[config.mk]
export PLATFORM = sky130hd
export DESIGN_NAME = gvn_down
export DESIGN_NICKNAME = d
export VERILOG_FILES = /design/src/rtl/gvn_pkg.sv /design/src/rtl/gvn_down.sv
export SDC_FILE = /design/constraint.sdc
export NUM_CORES = 2
export LEC_CHECK = 0
export CAP_MARGIN = 20
export CORE_MARGIN = 8
export CORE_UTILIZATION = 45
export DETAILED_ROUTE_END_ITERATION = 8
export DONT_BUFFER_PORTS = 1
export SYNTH_ARGS = -nofsm -noshare
export SYNTH_HDL_FRONTEND = slang
export SYNTH_SLANG_ARGS = --single-unit
export TNS_END_PERCENT = 1
[constraint.sdc]
create_clock -name clk_i -period 7.06 [get_ports clk_i]
set_clock_uncertainty 0.1 [all_clocks]
set_input_delay 0.353 -clock clk_i [delete_from_list [all_inputs] [get_ports clk_i]]
set_output_delay 0.353 -clock clk_i [all_outputs]
set_load 0.005 [all_outputs]
[src/rtl/gvn_pkg.sv]
// Shared types, field layout, register codes and the sine table generator
// for the GNSS velocity to NED filter. No dependencies.
package gvn_pkg;

  localparam int QUAL_W   = 4;
  localparam int SATS_W   = 7;
  localparam int SPEED_W  = 32;
  localparam int COURSE_W = 25;
  localparam int POS_W    = 48;
  localparam int VEL_W    = 32;
  localparam int RATE_W   = 7;
  localparam int MAG_W    = 17;

  localparam int OFS_SATS   = QUAL_W;
  localparam int OFS_SPEED  = OFS_SATS + SATS_W;
  localparam int OFS_COURSE = OFS_SPEED + SPEED_W;
  localparam int OFS_POS    = OFS_COURSE + COURSE_W;
  localparam int IN_BITS    = OFS_POS + POS_W;
  localparam int IN_TDATA_W = ((IN_BITS + 7) / 8) * 8;
  localparam int OUT_TDATA_W = 3 * VEL_W;

  localparam int CFG_IDX_W  = 2;
  localparam int CFG_DATA_W = 7;

  typedef enum logic [CFG_IDX_W-1:0] {
    CFG_REQ_QUALITY = 2'd0,
    CFG_MIN_SATS    = 2'd1,
    CFG_UPDATE_RATE = 2'd2
  } cfg_idx_e;

  localparam logic [QUAL_W-1:0] REQ_QUALITY_RST = 4'd4;
  localparam logic [SATS_W-1:0] MIN_SATS_RST    = 7'd4;
  localparam logic [RATE_W-1:0] UPDATE_RATE_RST = 7'd10;

  // 180 degrees in Q16, rounding offset of the course to phase conversion
  localparam int HALF_CIRCLE_Q16 = 180 * 65536;
  localparam logic [63:0] HALF_PI_Q30 = 64'd1686629713;

  // load strobes of pipeline registers 1..6
  typedef struct packed {
    logic s1;
    logic s2;
    logic s3;
    logic s4;
    logic s5;
    logic s6;
  } stage_ld_t;

  // sin(x), x in Q30 radians, Taylor series to x^15, result in Q1.16
  function automatic logic [MAG_W-1:0] sine_q16(input logic [63:0] x);
    logic [63:0]        x2;
    logic [63:0]        t;
    logic signed [63:0] s;
    logic [63:0]        v;
    x2 = (x * x + 64'd536870912) >> 30;
    t  = x;
    s  = $signed(x);
    t  = ((t * x2) >> 30) / 64'd6;
    s  = s - $signed(t);
    t  = ((t * x2) >> 30) / 64'd20;
    s  = s + $signed(t);
    t  = ((t * x2) >> 30) / 64'd42;
    s  = s - $signed(t);
    t  = ((t * x2) >> 30) / 64'd72;
    s  = s + $signed(t);
    t  = ((t * x2) >> 30) / 64'd110;
    s  = s - $signed(t);
    t  = ((t * x2) >> 30) / 64'd156;
    s  = s + $signed(t);
    t  = ((t * x2) >> 30) / 64'd210;
    s  = s - $signed(t);
    if (s < 0) begin
      s = '0;
    end
    v = ($unsigned(s) + 64'd8192) >> 14;
    if (v > 64'd65536) begin
      v = 64'd65536;
    end
    return v[MAG_W-1:0];
  endfunction

endpackage

[src/rtl/gvn_down.sv]
// Down path: position difference times update rate, moving-average window,
// held value on satellite count change. Depends on gvn_pkg.
module gvn_down
  import gvn_pkg::*;
#(
  parameter int WINDOW_LENGTH = 4
) (
  input  logic                     clk_i,
  input  logic                     rst_ni,
  input  stage_ld_t                ld_i,
  input  logic [SATS_W-1:0]        sats_i,
  input  logic signed [POS_W-1:0]  pos_i,
  input  logic [RATE_W-1:0]        rate_i,
  output logic [VEL_W-1:0]         down_o,
  output logic                     fresh_o
);

  localparam int LW   = $clog2(WINDOW_LENGTH);
  localparam int SW   = VEL_W + LW;
  localparam int SH   = SW + LW;
  localparam int DW   = POS_W + 1;
  localparam int RPW  = DW + RATE_W + 1;
  localparam int LO_W = 18;
  localparam int HI_W = SW - LO_W;
  localparam int TW   = 2 * SW + 1;
  localparam longint unsigned RCP_L =
    ((64'd1 << SH) + 64'(WINDOW_LENGTH) - 64'd1) / WINDOW_LENGTH;
  localparam logic [SW:0] RCP = RCP_L[SW:0];
  localparam logic [SW-1:0] HALF_W = SW'(WINDOW_LENGTH / 2);

  // stage 1: track previous fix, position difference
  logic signed [POS_W-1:0] prev_pos_q;
  logic [SATS_W-1:0]       prev_sats_q;
  logic signed [DW-1:0]    diff1_q;
  logic                    fresh1_q;

  always_ff @(posedge clk_i or negedge rst_ni) begin
    if (!rst_ni) begin
      prev_pos_q  <= '0;
      prev_sats_q <= '0;
    end else if (ld_i.s1) begin
      prev_pos_q  <= pos_i;
      prev_sats_q <= sats_i;
    end
  end

  always_ff @(posedge clk_i) begin
    if (ld_i.s1) begin
      fresh1_q <= (sats_i == prev_sats_q);
      diff1_q  <= DW'(pos_i) - DW'(prev_pos_q);
    end
  end

  // stage 2: scale by update rate, saturate
  logic signed [RPW-1:0]   rate_full;
  logic signed [VEL_W-1:0] rate_sat;
  logic signed [VEL_W-1:0] rate2_q;
  logic                    fresh2_q;

  assign rate_full = RPW'(diff1_q) * $signed({1'b0, rate_i});

  always_comb begin
    if ((rate_full[RPW-1:VEL_W-1] == '0) || (rate_full[RPW-1:VEL_W-1] == '1)) begin
      rate_sat = rate_full[VEL_W-1:0];
    end else if (rate_full[RPW-1]) begin
      rate_sat = {1'b1, {(VEL_W-1){1'b0}}};
    end else begin
      rate_sat = {1'b0, {(VEL_W-1){1'b1}}};
    end
  end

  always_ff @(posedge clk_i) begin
    if (ld_i.s2) begin
      rate2_q  <= rate_sat;
      fresh2_q <= fresh1_q;
    end
  end

  // stage 3: window shift with running sum
  logic signed [VEL_W-1:0] win_q [WINDOW_LENGTH];
  logic signed [SW-1:0]    sum_q;
  logic signed [SW-1:0]    sum_d;
  logic signed [SW-1:0]    sum3_q;
  logic                    fresh3_q;

  assign sum_d = sum_q + SW'(rate2_q) - SW'(win_q[WINDOW_LENGTH-1]);

  always_ff @(posedge clk_i or negedge rst_ni) begin
    if (!rst_ni) begin
      for (int i = 0; i < WINDOW_LENGTH; i++) begin
        win_q[i] <= '0;
      end
      sum_q <= '0;
    end else if (ld_i.s3 && fresh2_q) begin
      win_q[0] <= rate2_q;
      for (int i = 1; i < WINDOW_LENGTH; i++) begin
        win_q[i] <= win_q[i-1];
      end
      sum_q <= sum_d;
    end
  end

  always_ff @(posedge clk_i) begin
    if (ld_i.s3) begin
      sum3_q   <= sum_d;
      fresh3_q <= fresh2_q;
    end
  end

  // stage 4: magnitude plus half window for rounding
  logic [SW-1:0] mag_abs;
  logic [SW-1:0] mag4_q;
  logic          neg4_q;
  logic          fresh4_q;

  assign mag_abs = sum3_q[SW-1] ? SW'(-sum3_q) : SW'(sum3_q);

  always_ff @(posedge clk_i) begin
    if (ld_i.s4) begin
      mag4_q   <= mag_abs + HALF_W;
      neg4_q   <= sum3_q[SW-1];
      fresh4_q <= fresh3_q;
    end
  end

  // stage 5: reciprocal partial products
  logic [LO_W+SW:0] plo5_q;
  logic [HI_W+SW:0] phi5_q;
  logic             neg5_q;
  logic             fresh5_q;

  always_ff @(posedge clk_i) begin
    if (ld_i.s5) begin
      plo5_q   <= (LO_W+SW+1)'(mag4_q[LO_W-1:0]) * (LO_W+SW+1)'(RCP);
      phi5_q   <= (HI_W+SW+1)'(mag4_q[SW-1:LO_W]) * (HI_W+SW+1)'(RCP);
      neg5_q   <= neg4_q;
      fresh5_q <= fresh4_q;
    end
  end

  // stage 6: quotient, sign, held value
  logic [TW-1:0]     total;
  logic [VEL_W-1:0]  quo;
  logic [VEL_W-1:0]  down_val;
  logic [VEL_W-1:0]  held_q;

  assign total    = (TW'(phi5_q) << LO_W) + TW'(plo5_q);
  assign quo      = total[SH +: VEL_W];
  assign down_val = neg5_q ? -quo : quo;

  always_ff @(posedge clk_i or negedge rst_ni) begin
    if (!rst_ni) begin
      held_q <= '0;
    end else if (ld_i.s6 && fresh5_q) begin
      held_q <= down_val;
    end
  end

  always_ff @(posedge clk_i) begin
    if (ld_i.s6) begin
      down_o  <= fresh5_q ? down_val : held_q;
      fresh_o <= fresh5_q;
    end
  end

  a_held_repeat: assert property (@(posedge clk_i) disable iff (!rst_ni)
    (ld_i.s6 && !fresh5_q) |=> (down_o == $past(held_q)))
    else $error("held down velocity not repeated");

  a_held_track: assert property (@(posedge clk_i) disable iff (!rst_ni)
    (ld_i.s6 && fresh5_q) |=> (held_q == down_o))
    else $error("held down velocity out of step with output");

  a_sum_hold: assert property (@(posedge clk_i) disable iff (!rst_ni)
    (ld_i.s3 && !fresh2_q) |=> $stable(sum_q))
    else $error("window sum moved on restarted fix");

endmodule

# Word-level counts from Yosys, hierarchy flattened
# Index checks and enable logic that the tools add are counted.
# W data, S select, Z words.
totals:
  output_inout_bits: 33
  ff_bits: 472
  in_bits: 70
op_classes:
  n_mux: 5
  n_addsub: 7
  mul: 1
  n_eq_ne: 2
  reduce_logical: 4
op_table:
  columns: ["op", "n"]
  rows:
  - ["$mux W32", 4]
  - ["$add A68 B52 Y68", 1]
  - ["$mul A49 B8 Y57", 1]
  - ["$sub A48 B48 Y49", 1]
  - ["$add A34 B2 Y34 const B", 1]
  - ["$add A34 B32 Y34", 1]
  - ["$mux W34", 1]
  - ["$neg A34 Y34", 1]
  - ["$sub A34 B32 Y34", 1]
  - ["$neg A32 Y32", 1]
  - ["$eq A26 B26 Y1 const B", 1]
  - ["$logic_not A26 Y1", 1]
  - ["$eq A7 B7 Y1", 1]
  - ["$logic_and A1 B1 Y1", 2]
  - ["$logic_or A1 B1 Y1", 1]

# Depth between registers and ports, before layout
depth:
  depth_word: 4
  mapped_depth: 25
  ltp_nobuf: 22

# Least setup slack after synthesis
# No wires, ideal clock.
synth_path:
  path_kind: "input-to-reg"
  start: "input rate_i[4]"
  end: "register rate2_q[21], data pin"
  slack_ns: 0.051
  n_path_buf: 4
  required_time_ns: 6.694
  arrival_time_ns: 6.643
  path_stages: 25
  path_cell_list: "clkbuf_1 > clkbuf_1 > nand2_1 > fa_1 > inv_1 > fa_1 > fa_1 > inv_1 > fa_1 > inv_1 > ha_1 > buf_2 > a21oi_1 > o21ai_0 > a21oi_1 > o21ai_1 > a221o_1 > a221o_1 > or2_2 > xnor2_1 > or2_2 > or4b_4 > o41ai_4 > buf_6 > o21ai_1"
synth_between:
  elab_chain_cells: 4
  word_cells_on_any_way: 6
  cone_classes: "mul (1); eq/ne (1); mux (2); reduce/logical (2)"
synth_rtl:
  columns: ["element", "line_no", "rtl"]
  rows:
  - ["from (decl)", "gvn_down.sv:13", "input logic [RATE_W-1:0] rate_i,"]
  - ["$mul A49 B8 Y57 *", "gvn_down.sv:60", "assign rate_full = RPW'(diff1_q) * $signed({1'b0, rate_i});"]
  - ["$eq A26 B26 Y1 or $logic_not A26 Y1 (tied branches)", "gvn_down.sv:63", "if ((rate_full[RPW-1:VEL_W-1] == '0) || (rate_full[RPW-1:VEL_W-1] == '1)) begin"]
  - ["$logic_or A1 B1 Y1", "gvn_down.sv:63", null]
  - ["$mux W32 *", "gvn_down.sv:63", null]
  - ["via rate_sat[21]", "gvn_down.sv:56", "logic signed [VEL_W-1:0] rate_sat;"]
  - ["to (signal assigned)", "gvn_down.sv:74", "rate2_q <= rate_sat;"]
  - ["to (decl)", "gvn_down.sv:57", "logic signed [VEL_W-1:0] rate2_q;"]
# The timed path passes the listed nets; every way through them passes the cells marked *.
# A chain may end at the register's enable or synchronous reset.

# Worst setup path after layout
layout_path:
  start: "register diff1_q[25]"
  end: "register rate2_q[6], data pin"
layout_between:
  elab_chain_cells: 4
  word_cells_on_any_way: 6
  cone_classes: "mul (1); eq/ne (1); mux (2); reduce/logical (2)"
layout_rtl:
  columns: ["element", "line_no", "rtl"]
  rows:
  - ["from (decl)", "gvn_down.sv:34", "logic signed [DW-1:0] diff1_q;"]
  - ["from (signal assigned)", "gvn_down.sv:50", "diff1_q <= DW'(pos_i) - DW'(prev_pos_q);"]
  - ["$mul A49 B8 Y57 *", "gvn_down.sv:60", null]
  - ["$eq A26 B26 Y1 or $logic_not A26 Y1 (tied branches)", "gvn_down.sv:63", null]
  - ["$logic_or A1 B1 Y1", "gvn_down.sv:63", null]
  - ["$mux W32 *", "gvn_down.sv:63", null]
  - ["via rate_sat[6]", "gvn_down.sv:56", null]
# Marked as above.

==> reports/qor.txt <==
Die height: 300 um
Post-Synth Adder-Cell Area: 22.6%
Die W: 300 um
Min-delay src: ld_i[5]
Post-synthesis simple-gate area fraction: 17.4%
H-tree levels: 2
Status: finished, final reports clean
Mapped cell area: 36300 um^2
Starting Density: 45.2%
Critical path capture point type: flop
Commonest non-fill, non-tap cell in the layout: nand2_1
Routability Congestion: 0.844
Vias/cell: 5.07
First-pass GRT wire length: 127000 um
Worst Path Required: 7.32 ns
R2r worst-path depth: 22
Crit share post-route: 97.6%
Slew headroom: 33.8%
Hold path depth: 1
CTS clock-pin slew for the worst setup and hold paths: 0.07 ns
Aggregate routed wire length: 74700 um
Commonest non-fill, non-tap cells in the layout: 586 x nand2_1, 488 x inv_1, 287 x and2_1, 285 x fa_1, 249 x dfrtp_1
Synth Register Bits: 468
Worst-Margin Slew: 0.994 ns
IO Pins: 103
CTS tree: done
Area Growth Syn to Fin: 12.6%
Ys async rst share: 53.2%
Vias in the first global route: 26058
Worst-skew pair later-pin latency: 0.62 ns
Drt pass-1 iters: 5
Syn_area_per_cell: 9.43 um^2
Top cells by area, synth: edfxtp_1 18%, dfrtp_1 17%, fa_1 16%
Die area: 90100 um^2
Worst Path Arrival: 7.14 ns
CP Max Fanout: 8
Number of clock sinks: 468
Gate Count Post-Synth: 3851
Grt total ovfl: 0
WHS Endpoint: diff1_q[48]$_DFFE_PP_
Port Buf Inserts: 0
CTS root buf: clkbuf_16
Core Footprint: 80300 um^2
HPWL after DPL: 53500 um
Final net count: 4486
Worst Hold Class: input port to flop
Number of remaining DRC errors: 0
Post-synthesis mux area share: 0.630%
Largest net degree at the start of global routing: 250
Startpoint type of the worst setup path: flop
Share of cells above drive strength 1: 6.99%
Clock buffer depth: 3
RSZ-0062 raised after global routing: yes
Crit path time final: 6.89 ns
Num rows: 104
Synthesized Nets: 4407
Worst R2R Setup Slack: 0.17 ns
EDFF count, synth: 219
Final Setup Violations: 0
Distinct cell type count after synthesis: 89
Initial antenna violation count: 0
Largest family of logic cells by synthesized area: adder cells
DRT iter0 DRCs: 1198
Yosys warns: 0
R2R Path Start: diff1_q[25]$_DFFE_PP_
Via count: 25524
Final Slew Violations: 0
Post-synthesis sequential area ratio: 35.3%
Max cap viols: 0
Routed len/inst: 14.8 um
Fmax: 145 MHz
Share of the synthesized area in the top cell type: 18.1%
Post-route ant nets: 0
XOR/XNOR share of the synthesized area: 5.28%
Synth Area in Compound Gates: 11.9%
Placed Instances: 4790
R2R Path End: rate2_q[6]$_DFFE_PP_
Dominant cell type by area after synthesis: edfxtp_1
Diode count: 0
Gr usage total: 16.4%
CTS Buf Count: 53
Hold Fails Final Rpt: 0
Critical path class: flop to flop
Post-Layout Cell Count: 5035
Main synth FF type: dfrtp_1
==> worst max path at each step <==
| stage | to | cells after the start | slack [ns] | from |
|---|---|---|---|---|
| global placement | rate2_q[0]$_DFFE_PP_ | 23 | 0.14 | diff1_q[20]$_DFFE_PP_ |
| CTS | rate2_q[0]$_DFFE_PP_ | 22 | 0.006 | diff1_q[9]$_DFFE_PP_ |
| floorplan | rate2_q[21]$_DFFE_PP_ | 25 | 0.05 | rate_i[4] |
| detailed placement | rate2_q[0]$_DFFE_PP_ | 22 | 0.02 | diff1_q[9]$_DFFE_PP_ |
| finish | rate2_q[6]$_DFFE_PP_ | 22 | 0.17 | diff1_q[25]$_DFFE_PP_ |
| global route | rate2_q[25]$_DFFE_PP_ | 22 | -0.1 | diff1_q[1]$_DFFE_PP_ |
==> cell usage after synthesis, drive strengths merged (42+ instances only) <==
master,number
a21o,73
a21oi,203
and2,297
clkbuf,123
dfrtp,249
edfxtp,219
fa,285
ha,201
inv,488
nand2,588
nand4,42
nor2,177
nor3,43
o21ai,236
xnor2,118
xor2,101
==> layout make-up <==
type | count | area [um^2]
clock buffers | 66 | 1470
clock inverters | 34 | 342
fillers | 7431 | 39400
inverters | 488 | 1830
multi-input cells | 2746 | 21400
flip-flops and latches | 468 | 12800
well taps | 1060 | 1330
repair buffers | 173 | 1730
==> per-layer routing <==
layer	wire length (um)	GRT usage [%]
met4	1730	4.21
met1	35000	21.9
met5	0	0
met2	35300	27.9
met3	2640	2.44
==> worst max-delay path: stages (launching register included) <==
cell	delay, ns
edfxtp_1	0.48
and2_4	0.21
fa_1	0.51
fa_1	0.44
fa_1	0.56
inv_1	0.06
fa_1	0.52
inv_1	0.04
ha_1	0.30
a21o_1	0.22
a21o_2	0.22
a21oi_2	0.17
o21ai_2	0.10
a221o_1	0.34
a221o_1	0.35
or2_2	0.30
xnor2_1	0.14
or2_2	0.27
or4b_4	0.55
o41ai_4	0.30
buf_4	0.22
clkbuf_16	0.17
o21ai_1	0.06
==> sequential cells by signal (all words and copies together), names as in the netlist, 16 cells and up <==
name / cells
win_q: 128
diff1_q: 49
prev_pos_q: 48
sum3_q: 34
sum_q: 34
down_o: 32
held_q: 32
mag4_q: 32
rate2_q: 32
phi5_q: 16
plo5_q: 16
==> cells by family (layout without fill, tap and decap cells) <==
| kind of cell | Yosys count | after routing |
|---|---|---|
| simple gates | 1319 | 1319 |
| mux | 21 | 21 |
| fa+ha+maj | 486 | 486 |
| compound gates | 701 | 701 |
| buf+inv | 637 | 761 |
| xor+xnor | 219 | 219 |
| flops | 468 | 468 |
==> per-stage QoR <==
step | TNS, ns | worst slack (ns) | area, um^2 | hold slack, ns | util [%]
floorplan | 0 | 0.0507 | 36300 | -0.0426 | -
global placement | 0 | 0.138 | 37200 | -0.0341 | 46.4
detailed placement | 0 | 0.0248 | 37200 | -0.0342 | 46.4
CTS | 0 | 0.00634 | 40200 | 0.00952 | 50.1
global route | -1.21 | -0.0973 | 40900 | 0.0382 | 51.0
finish | 0 | 0.172 | 40900 | 0.0383 | 51.0
==> timing repair <==
action,CTS,global route
hold buffers,107,0
resized for setup,0,74
endpoints found under the hold margin,526,0
setup endpoints to repair,0,31
setup buffers,0,35
Power is not shown: default switching activity piles up to over one toggle a cycle in this logic, so the estimate is an artifact.
